**src/hw/rtl/ppro_pkg.sv**
```systemverilog
// package: constants, types and function codes of the planar pixel raster op block
`default_nettype none
package ppro_pkg;

  localparam int ROW_BYTES   = 80;
  localparam int PLANE_BYTES = 65536;
  localparam int PLANES      = 4;

  localparam int FUNC_W  = 3;
  localparam int POS_W   = 10;
  localparam int PIX_W   = 8;
  localparam int PAGE_W  = 16;
  localparam int OFF_W   = $clog2(PLANE_BYTES);
  localparam int PLANE_W = $clog2(PLANES);
  localparam int ROW_W   = PLANES * PIX_W;

  localparam int SUM_MAX = ((1 << PAGE_W) - 1) + ((1 << POS_W) - 1) * ROW_BYTES
                         + ((1 << POS_W) - 1) / PLANES;
  localparam int SUM_W   = $clog2(SUM_MAX + 1);

  typedef logic [OFF_W-1:0]   off_t;
  typedef logic [PLANE_W-1:0] plane_t;
  typedef logic [PIX_W-1:0]   pix_t;
  typedef logic [ROW_W-1:0]   row_t;

  typedef enum logic [FUNC_W-1:0] {
    FUNC_READ    = 3'd0,
    FUNC_REPLACE = 3'd1,
    FUNC_XOR     = 3'd2,
    FUNC_OR      = 3'd3,
    FUNC_AND     = 3'd4,
    FUNC_INV     = 3'd5
  } func_e;

  typedef struct packed {
    logic   en;
    off_t   off;
    plane_t plane;
    pix_t   data;
  } wr_req_t;

endpackage
`default_nettype wire

```
**src/hw/rtl/ppro_rop.sv**
```systemverilog
// raster op unit: combines color with the old byte per function code
`default_nettype none
module ppro_rop (
  input  logic [ppro_pkg::FUNC_W-1:0] func_i,
  input  ppro_pkg::pix_t              color_i,
  input  ppro_pkg::pix_t              old_i,
  output logic                        we_o,
  output ppro_pkg::pix_t              new_o
);
  import ppro_pkg::*;

  always_comb begin
    we_o  = 1'b1;
    new_o = old_i;
    case (func_e'(func_i))
      FUNC_REPLACE: new_o = color_i;
      FUNC_XOR:     new_o = color_i ^ old_i;
      FUNC_OR:      new_o = color_i | old_i;
      FUNC_AND:     new_o = color_i & old_i;
      FUNC_INV:     new_o = ~color_i;
      default: begin
        we_o  = 1'b0;
        new_o = old_i;
      end
    endcase
  end

endmodule
`default_nettype wire

```
**config.mk**
```make
export PLATFORM = sky130hd
export DESIGN_NAME = ppro_rop
export DESIGN_NICKNAME = d
export VERILOG_FILES = /design/src/hw/rtl/ppro_pkg.sv /design/src/hw/rtl/ppro_rop.sv
export SDC_FILE = /design/constraint.sdc
export NUM_CORES = 1
export LEC_CHECK = 0
export BUFFER_PORTS_ARGS = -buffer_cell sky130_fd_sc_hd__buf_2
export CAP_MARGIN = 10
export CORE_MARGIN = 2
export CORE_UTILIZATION = 58
export DETAILED_ROUTE_END_ITERATION = 10
export PLACE_DENSITY_LB_ADDON = 0.3
export SETUP_SLACK_MARGIN = 0.15
export SYNTH_ARGS = -nofsm -noshare
export SYNTH_HDL_FRONTEND = slang
export SYNTH_SLANG_ARGS = --single-unit
```
**constraint.sdc**
```tcl
create_clock -name vclk -period 4.2
set_input_delay 0.84 -clock vclk [all_inputs]
set_output_delay 0.84 -clock vclk [all_outputs]
set_load 0.005 [all_outputs]
```
==> impl_metrics.csv, run 1 <==
group,metric,value,unit
sta,hold_slack,2.00,ns
synthesis,synthAdderAreaFrac,0.252,
synthesis,synth.area.mux_share,0.0426,
cts,ctsHoldBuffers,0,
floorplanning,rows,13,
route,first_pass_iters,4,
setup_path,slowest_delay,0.44,ns
sta,period_needed,3.07,ns
route,vias,853,
global_route,overflow,0,
route,wl_per_cell,10.6,um
floorplanning,die_area,1680,sq um
route,final_antenna_net_count,0,
final_layout,n_antenna_cell,0,
pwr,totalPowerFinal,0.0870,mW
min_path,hp-class,"in -> out",
cts,post-cts-setup-buffers,0,
sta,tns,0,ns
floorplanning,chipHeight,41.0,um
setup_path,cp.buffers_inverters,2,
synthesis,synth_compound_area_frac,0.312,
setup_path,worstPathMaxFanout,30,
sta,max-slew-margin-rel,0.658,
sta,fmax,326,MHz
pwr,p_leak,0.496,nW
cts,post_cts_resized,0,
sta,finalHoldViolations,0,
sta,tightest_slew,0.514,ns
global_route,grt_max_degree,31,
final_layout,seq_cells,0,
sta,setup_slack,1.13,ns
global_route,grt_pass1_vias,620,
route,routed_wirelength,1650,um
job,maxCapViolCount,0,
sta,fin_crit_sh,0.731,
synthesis,yosys.area_share.simple,0.205,
route,drt-initial-drc-count,20,
setup_path,crit_top_cell,"buf_2",
sta,finalSetupViolCount,0,
global_route,antenna_found_initial,0,
floorplanning,die_w,41.0,um
global_route,grt_usage,0.207,
status,status,"complete, no violations",
synthesis,ys_warn_count,0,
setup_path,worstPathCellList,"buf_2 -> mux2_2 -> mux4_2 -> buf_2",
setup_path,slowest_stage,"mux4_2",
global_route,grt_pass1_wl,2490,um
route,routed_via_density,5.50,
place,hpwlAfterDp,1280,um
setup_path,critical_path_class,"in -> out",
route,drc_errors,0,
place,io_buffer_count,28,
pwr,ir_worst_vdd,0.0559,mV
setup_path,worstPathRequired,3.36,ns
synthesis,synth_xor_area_frac,0.0110,
place,place.gp.congestion,0.702,
final_layout,final_core_util,0.705,
setup_path,cp-end-kind,"output port",
final_layout,fillCellCount,121,
synthesis,netlist_instances,119,
sta,rsz0062_at_grt,"no",
synthesis,synth_cell_type_count,26,
floorplanning,pin_count,28,
final_layout,final-seq-area,0,sq um
synthesis,syn-num-nets,154,
setup_path,worst_ep_arrival_time,2.23,ns
synthesis,netlist_area,793,sq um
sta,drv_slew,0,
floorplanning,start_util,0.617,
place,post-place-ws,1.15,ns
setup_path,cp-start-kind,"input pin",
synthesis,synth_top_family_by_area,"compound AO/OA/AOI/OAI gates",
final_layout,nNetsFinal,177,
final_layout,area_growth,14.2,%
pwr,p_per_area,96.0,nW/um^2
synthesis,syn_avg_cell_area,6.67,sq um
synthesis,yosysSeqAreaShare,0,
floorplanning,coreArea,1280,sq um
setup_path,cp_top_family,"multiplexers",
final_layout,drive_above_1_share,0.243,
final_layout,nClkBuffers,0,
[final timing paths]
kind,startpoint,end,slack (ns),cells past startpoint
max,func_i[0],new_o[7],1.13,4
min,old_i[3],new_o[3],2.00,3
[where the power goes]
group	switching, mW	total, mW	internal (mW)
combinational	0.0467	0.0870	0.0403
sequential	0	0	0
clock	0	0	0
[cells by family after synthesis]
logic type,Yosys count
AND/OR/NAND/NOR,32
buffers and inverters,32
adder cells (fa/ha/maj),16
AO/OA/AOI/OAI,36
XOR/XNOR,1
multiplexers,2
[layout by cell type (no fill, tap or decap), drive strengths merged, types with 2 or more instances in the layout]
cell type and instances:
nor3 5, o221ai 5, o21ai 3, a21oi 12, nand2 6, nor2 13, ha 16, inv 25
o22a 3, nand2b 3, nor2b 4, buf 28, a22oi 6, o211ai 2, a31oi 2
[synthesized netlist by cell type (all sizes together)]
cell type / instances / area share
nor2: 13 / 0.062
o22a: 3 / 0.033
a311oi: 1 / 0.011
a31oi: 2 / 0.016
nand2: 6 / 0.028
a22oi: 6 / 0.057
nor2b: 4 / 0.041
a21oi: 12 / 0.076
o221ai: 5 / 0.055
a221oi: 1 / 0.019
xor2: 1 / 0.011
o211ai: 2 / 0.019
inv: 25 / 0.12
o22ai: 1 / 0.0079
nand2b: 3 / 0.024
and2b: 1 / 0.013
ha: 16 / 0.25
mux2: 1 / 0.014
buf: 7 / 0.058
o21ai: 3 / 0.019
nor3: 5 / 0.038
mux4: 1 / 0.028
[stage by stage]
step | std cells | cell area [sq um]
2_1_floorplan | 119 | 793
3_3_place_gp | 155 | 906
6_report | 155 | 906
5_1_grt | 155 | 906
4_1_cts | 155 | 906
3_5_place_dp | 155 | 906
[metal layers]
layer,GRT usage,wire [um],share of wire,vias up
met4,0,0,0,0
met1,0.293,786,0.48,385
met5,0,0,0,-
met3,0,49,0.030,0
li1,-,-,-,452
met2,0.367,814,0.49,16
[cell type report]
| class | instances | area, sq um | area share |
|---|---|---|---|
| Multi-Input combinational cell | 87 | 653 | 0.721 |
| Timing Repair Buffer | 28 | 140 | 0.155 |
| Inverter | 25 | 93.8 | 0.104 |
| Tap cell | 15 | 18.8 | 0.0207 |
Power figures use the tool's default switching activity.
==> inputs of run 2 (changes only) <==
--- a/config.mk
+++ b/config.mk
@@ -8,7 +8,7 @@
 export BUFFER_PORTS_ARGS = -buffer_cell sky130_fd_sc_hd__buf_2
 export CAP_MARGIN = 10
 export CORE_MARGIN = 2
-export CORE_UTILIZATION = 58
+export CORE_UTILIZATION = 48
 export DETAILED_ROUTE_END_ITERATION = 10
 export PLACE_DENSITY_LB_ADDON = 0.3
 export SETUP_SLACK_MARGIN = 0.15
==> constraint.sdc (replaced) <==
create_clock -name vclk -period 2.5
set_input_delay 0.5 -clock vclk [all_inputs]
set_output_delay 0.5 -clock vclk [all_outputs]
set_load 0.005 [all_outputs]
==> impl_metrics.csv, run 2 (synthesized netlist as in run 1, its figures left out) <==
group,metric,value,unit
final_layout,drive_above_1_share,0.259,
setup_path,cp.buffers_inverters,3,
global_route,grt_pass1_vias,681,
sta,finalSetupViolCount,0,
setup_path,worst_ep_arrival_time,1.76,ns
sta,max-slew-margin-rel,0.736,
global_route,grt_pass1_wl,2740,um
route,routed_via_density,5.36,
route,drc_errors,0,
final_layout,final_common_cell,"buf_2",
final_layout,multi_input_area,653,sq um
final_layout,final_core_util,0.610,
global_route,antenna_found_initial,0,
final_layout,nClkBuffers,0,
pwr,p_per_area,161,nW/um^2
final_layout,final-seq-area,0,sq um
place,post-place-ws,0.267,ns
floorplanning,die_w,44.7,um
setup_path,crit_top_cell,"buf_2",
final_layout,n_antenna_cell,0,
final_layout,area_growth,17.2,%
setup_path,cp-end-kind,"output port",
final_layout,final_cell_mix,"buf_2, inv_1, ha_1",
pwr,p_leak,0.511,nW
setup_path,cp_top_family,"compound AO/OA/AOI/OAI gates",
route,drt-initial-drc-count,7,
pwr,ir_worst_vdd,0.0825,mV
sta,fin_crit_sh,0.905,
place,place.gp.congestion,0.807,
sta,tightest_slew,0.396,ns
final_layout,nNetsFinal,180,
floorplanning,pin_count,28,
status,status,"complete, no violations",
global_route,grt_usage,0.171,
place,io_buffer_count,28,
sta,drv_slew,0,
sta,period_needed,2.26,ns
setup_path,worstPathRequired,2.00,ns
sta,rsz0062_at_grt,"no",
cts,ctsHoldBuffers,0,
floorplanning,coreArea,1520,sq um
job,maxCapViolCount,0,
setup_path,slowest_stage,"ha_1",
floorplanning,start_util,0.521,
sta,finalHoldViolations,0,
sta,hold_slack,1.33,ns
setup_path,cp-start-kind,"input pin",
setup_path,worstPathMaxFanout,3,
cts,post_cts_resized,0,
global_route,grt_max_degree,17,
route,vias,852,
route,first_pass_iters,4,
floorplanning,rows,14,
final_layout,seq_cells,0,
place,hpwlAfterDp,1410,um
setup_path,slowest_delay,0.28,ns
setup_path,worstPathCellList,"buf_2 -> inv_1 -> ha_1 -> nand2b_1 -> a221oi_2 -> nor3_1 -> a311oi_1 -> buf_2",
setup_path,critical_path_class,"in -> out",
route,final_antenna_net_count,0,
route,wl_per_cell,10.8,um
sta,setup_slack,0.236,ns
cts,post-cts-setup-buffers,0,
min_path,hp-class,"in -> out",
floorplanning,die_area,1990,sq um
route,routed_wirelength,1710,um
sta,fmax,442,MHz
sta,tns,0,ns
floorplanning,chipHeight,44.7,um
global_route,overflow,0,
final_layout,fillCellCount,153,
==> run 2: changes by cell type in the layout (fill, tap and decap cells not counted) <==
| cell | delta |
|---|---|
| buf_4 | +3 |
==> run 2: worst paths after layout <==
| check | startpoint | endpoint | cells after the start |
|---|---|---|---|
| hold / removal | old_i[3] | new_o[3] | 3 |
| setup / recovery | color_i[4] | new_o[4] | 8 |
==> run 2: area by class of cell <==
cell class / count / area share
inverters: 25 / 0.101
multi-input cells: 87 / 0.703
repair buffers: 31 / 0.175
well taps: 16 / 0.0215
==> run 2: per-layer routing <==
layer	vias up	GRT usage	share of wire
li1	458	-	-
met1	380	0.218	0.44
met2	14	0.336	0.53
met3	0	0	0.030
met4	0	0	0
met5	-	0	0
==> run 2: tightest hold or removal path: cells and delay by family <==
family	cells	cell delay, ns
AO/OA/AOI/OAI	1	0.13
buffers and inverters	2	0.20
==> run 2: stage by stage <==
| step | power, mW | instance area (sq um) | instances |
|---|---|---|---|
| finish | 0.149 | 930 | 159 |
| global route | 0.170 | 930 | 159 |
| floorplan | 0.0982 | 793 | 119 |
| global placement | 0.145 | 930 | 159 |
| CTS | 0.151 | 930 | 159 |
| detailed placement | 0.150 | 930 | 159 |
==> run 2: power by group <==
| group | internal [mW] | total, mW | switching (mW) |
|---|---|---|---|
| logic | 0.0708 | 0.149 | 0.0784 |
| registers | 0 | 0 | 0 |
| clock network | 0 | 0 | 0 |
| total | 0.0708 | 0.149 | 0.0784 |
==> inputs of run 3 (changes only) <==
--- a/config.mk
+++ b/config.mk
@@ -7,11 +7,13 @@
 export LEC_CHECK = 0
 export BUFFER_PORTS_ARGS = -buffer_cell sky130_fd_sc_hd__buf_2
 export CAP_MARGIN = 10
-export CORE_MARGIN = 2
+export CORE_MARGIN = 1
 export CORE_UTILIZATION = 48
 export DETAILED_ROUTE_END_ITERATION = 10
+export GPL_ROUTABILITY_DRIVEN = 0
 export PLACE_DENSITY_LB_ADDON = 0.3
 export SETUP_SLACK_MARGIN = 0.15
+export SLEW_MARGIN = 0
 export SYNTH_ARGS = -nofsm -noshare
 export SYNTH_HDL_FRONTEND = slang
 export SYNTH_SLANG_ARGS = --single-unit
==> impl_metrics.csv, run 3 (synthesized netlist as in run 1, its figures left out) <==
group,metric,value,unit
setup_path,cp-end-kind,"output port",
setup_path,worstPathMaxFanout,3,
sta,drv_slew,0,
place,io_buffer_count,28,
floorplanning,rows,14,
setup_path,worstPathCellList,"buf_2 -> inv_1 -> ha_1 -> nand2b_1 -> a221oi_2 -> nor3_1 -> a311oi_1 -> buf_2",
cts,post-cts-setup-buffers,0,
route,vias,873,
floorplanning,die_w,42.7,um
route,routed_wirelength,1760,um
sta,max-slew-margin-rel,0.736,
setup_path,cp-start-kind,"input pin",
setup_path,slowest_delay,0.27,ns
pwr,p_leak,0.511,nW
final_layout,area_growth,17.2,%
floorplanning,chipHeight,42.7,um
final_layout,final_cell_mix,"buf_2, inv_1, ha_1",
route,first_pass_iters,4,
status,status,"complete, no violations",
final_layout,n_antenna_cell,0,
min_path,hp-class,"in -> out",
setup_path,critical_path_class,"in -> out",
route,drc_errors,0,
final_layout,multi_input_area,653,sq um
setup_path,slowest_stage,"ha_1",
floorplanning,die_area,1820,sq um
global_route,overflow,0,
sta,fin_crit_sh,0.893,
pwr,totalPowerFinal,0.150,mW
global_route,grt_usage,0.185,
sta,period_needed,2.23,ns
cts,post_cts_resized,0,
final_layout,fillCellCount,143,
pwr,p_per_area,162,nW/um^2
setup_path,crit_top_cell,"buf_2",
sta,fmax,448,MHz
final_layout,nClkBuffers,0,
sta,tns,0,ns
route,drt-initial-drc-count,24,
sta,finalHoldViolations,0,
global_route,grt_pass1_wl,2810,um
final_layout,nNetsFinal,180,
global_route,grt_pass1_vias,716,
setup_path,cp_top_family,"compound AO/OA/AOI/OAI gates",
cts,ctsHoldBuffers,0,
pwr,ir_worst_vdd,0.0935,mV
floorplanning,coreArea,1520,sq um
sta,finalSetupViolCount,0,
setup_path,cp.buffers_inverters,3,
final_layout,final_common_cell,"buf_2",
route,wl_per_cell,11.1,um
job,maxCapViolCount,0,
place,hpwlAfterDp,1380,um
final_layout,final-seq-area,0,sq um
floorplanning,pin_count,28,
setup_path,worst_ep_arrival_time,1.73,ns
floorplanning,start_util,0.521,
global_route,antenna_found_initial,0,
sta,tightest_slew,0.396,ns
route,final_antenna_net_count,0,
final_layout,seq_cells,0,
min_path,holdCritStartpoint,"old_i[3]",
route,routed_via_density,5.49,
sta,rsz0062_at_grt,"no",
setup_path,worstPathRequired,2.00,ns
global_route,grt_max_degree,17,
setup_path,cp-startpoint,"color_i[4]",
final_layout,drive_above_1_share,0.259,
[run 3: cell counts in the layout (fill, tap and decap cells not counted)]
Identical to the previous run, type by type.
[run 3: report_power, final]
group          internal, mW  leakage, nW  switching [mW]
Sequential                0            0               0
Combinational        0.0707        0.511          0.0797
Clock                     0            0               0
[run 3: metrics by stage]
step / instances / worst slack, ns / instance area (sq um) / hold WS, ns / util
after floorplan: 119 / 0.593 / 793 / 1.10 / -
after global placement: 159 / 0.362 / 930 / 1.32 / 0.610
after detailed placement: 159 / 0.287 / 930 / 1.33 / 0.610
after CTS: 159 / 0.284 / 930 / 1.33 / 0.610
after global routing: 159 / 0.202 / 930 / 1.35 / 0.610
final: 159 / 0.267 / 930 / 1.32 / 0.610
[run 3: cell type report]
type | count | area share
Timing Repair Buffer | 31 | 0.175
Multi-Input combinational cell | 87 | 0.703
Inverter | 25 | 0.101
Tap cell | 16 | 0.0215
[run 3: final timing paths]
kind                    to  slack [ns]  depth (start not counted)
setup / recovery  new_o[4]        0.27                          8
hold / removal    new_o[3]        1.32                          3
[run 3: layer usage]
metal | vias up | share of wire | global-route usage
met4 | 0 | 0 | 0.0125
li1 | 461 | - | -
met5 | - | 0 | 0
met2 | 22 | 0.52 | 0.364
met3 | 0 | 0.031 | 0
met1 | 390 | 0.45 | 0.231
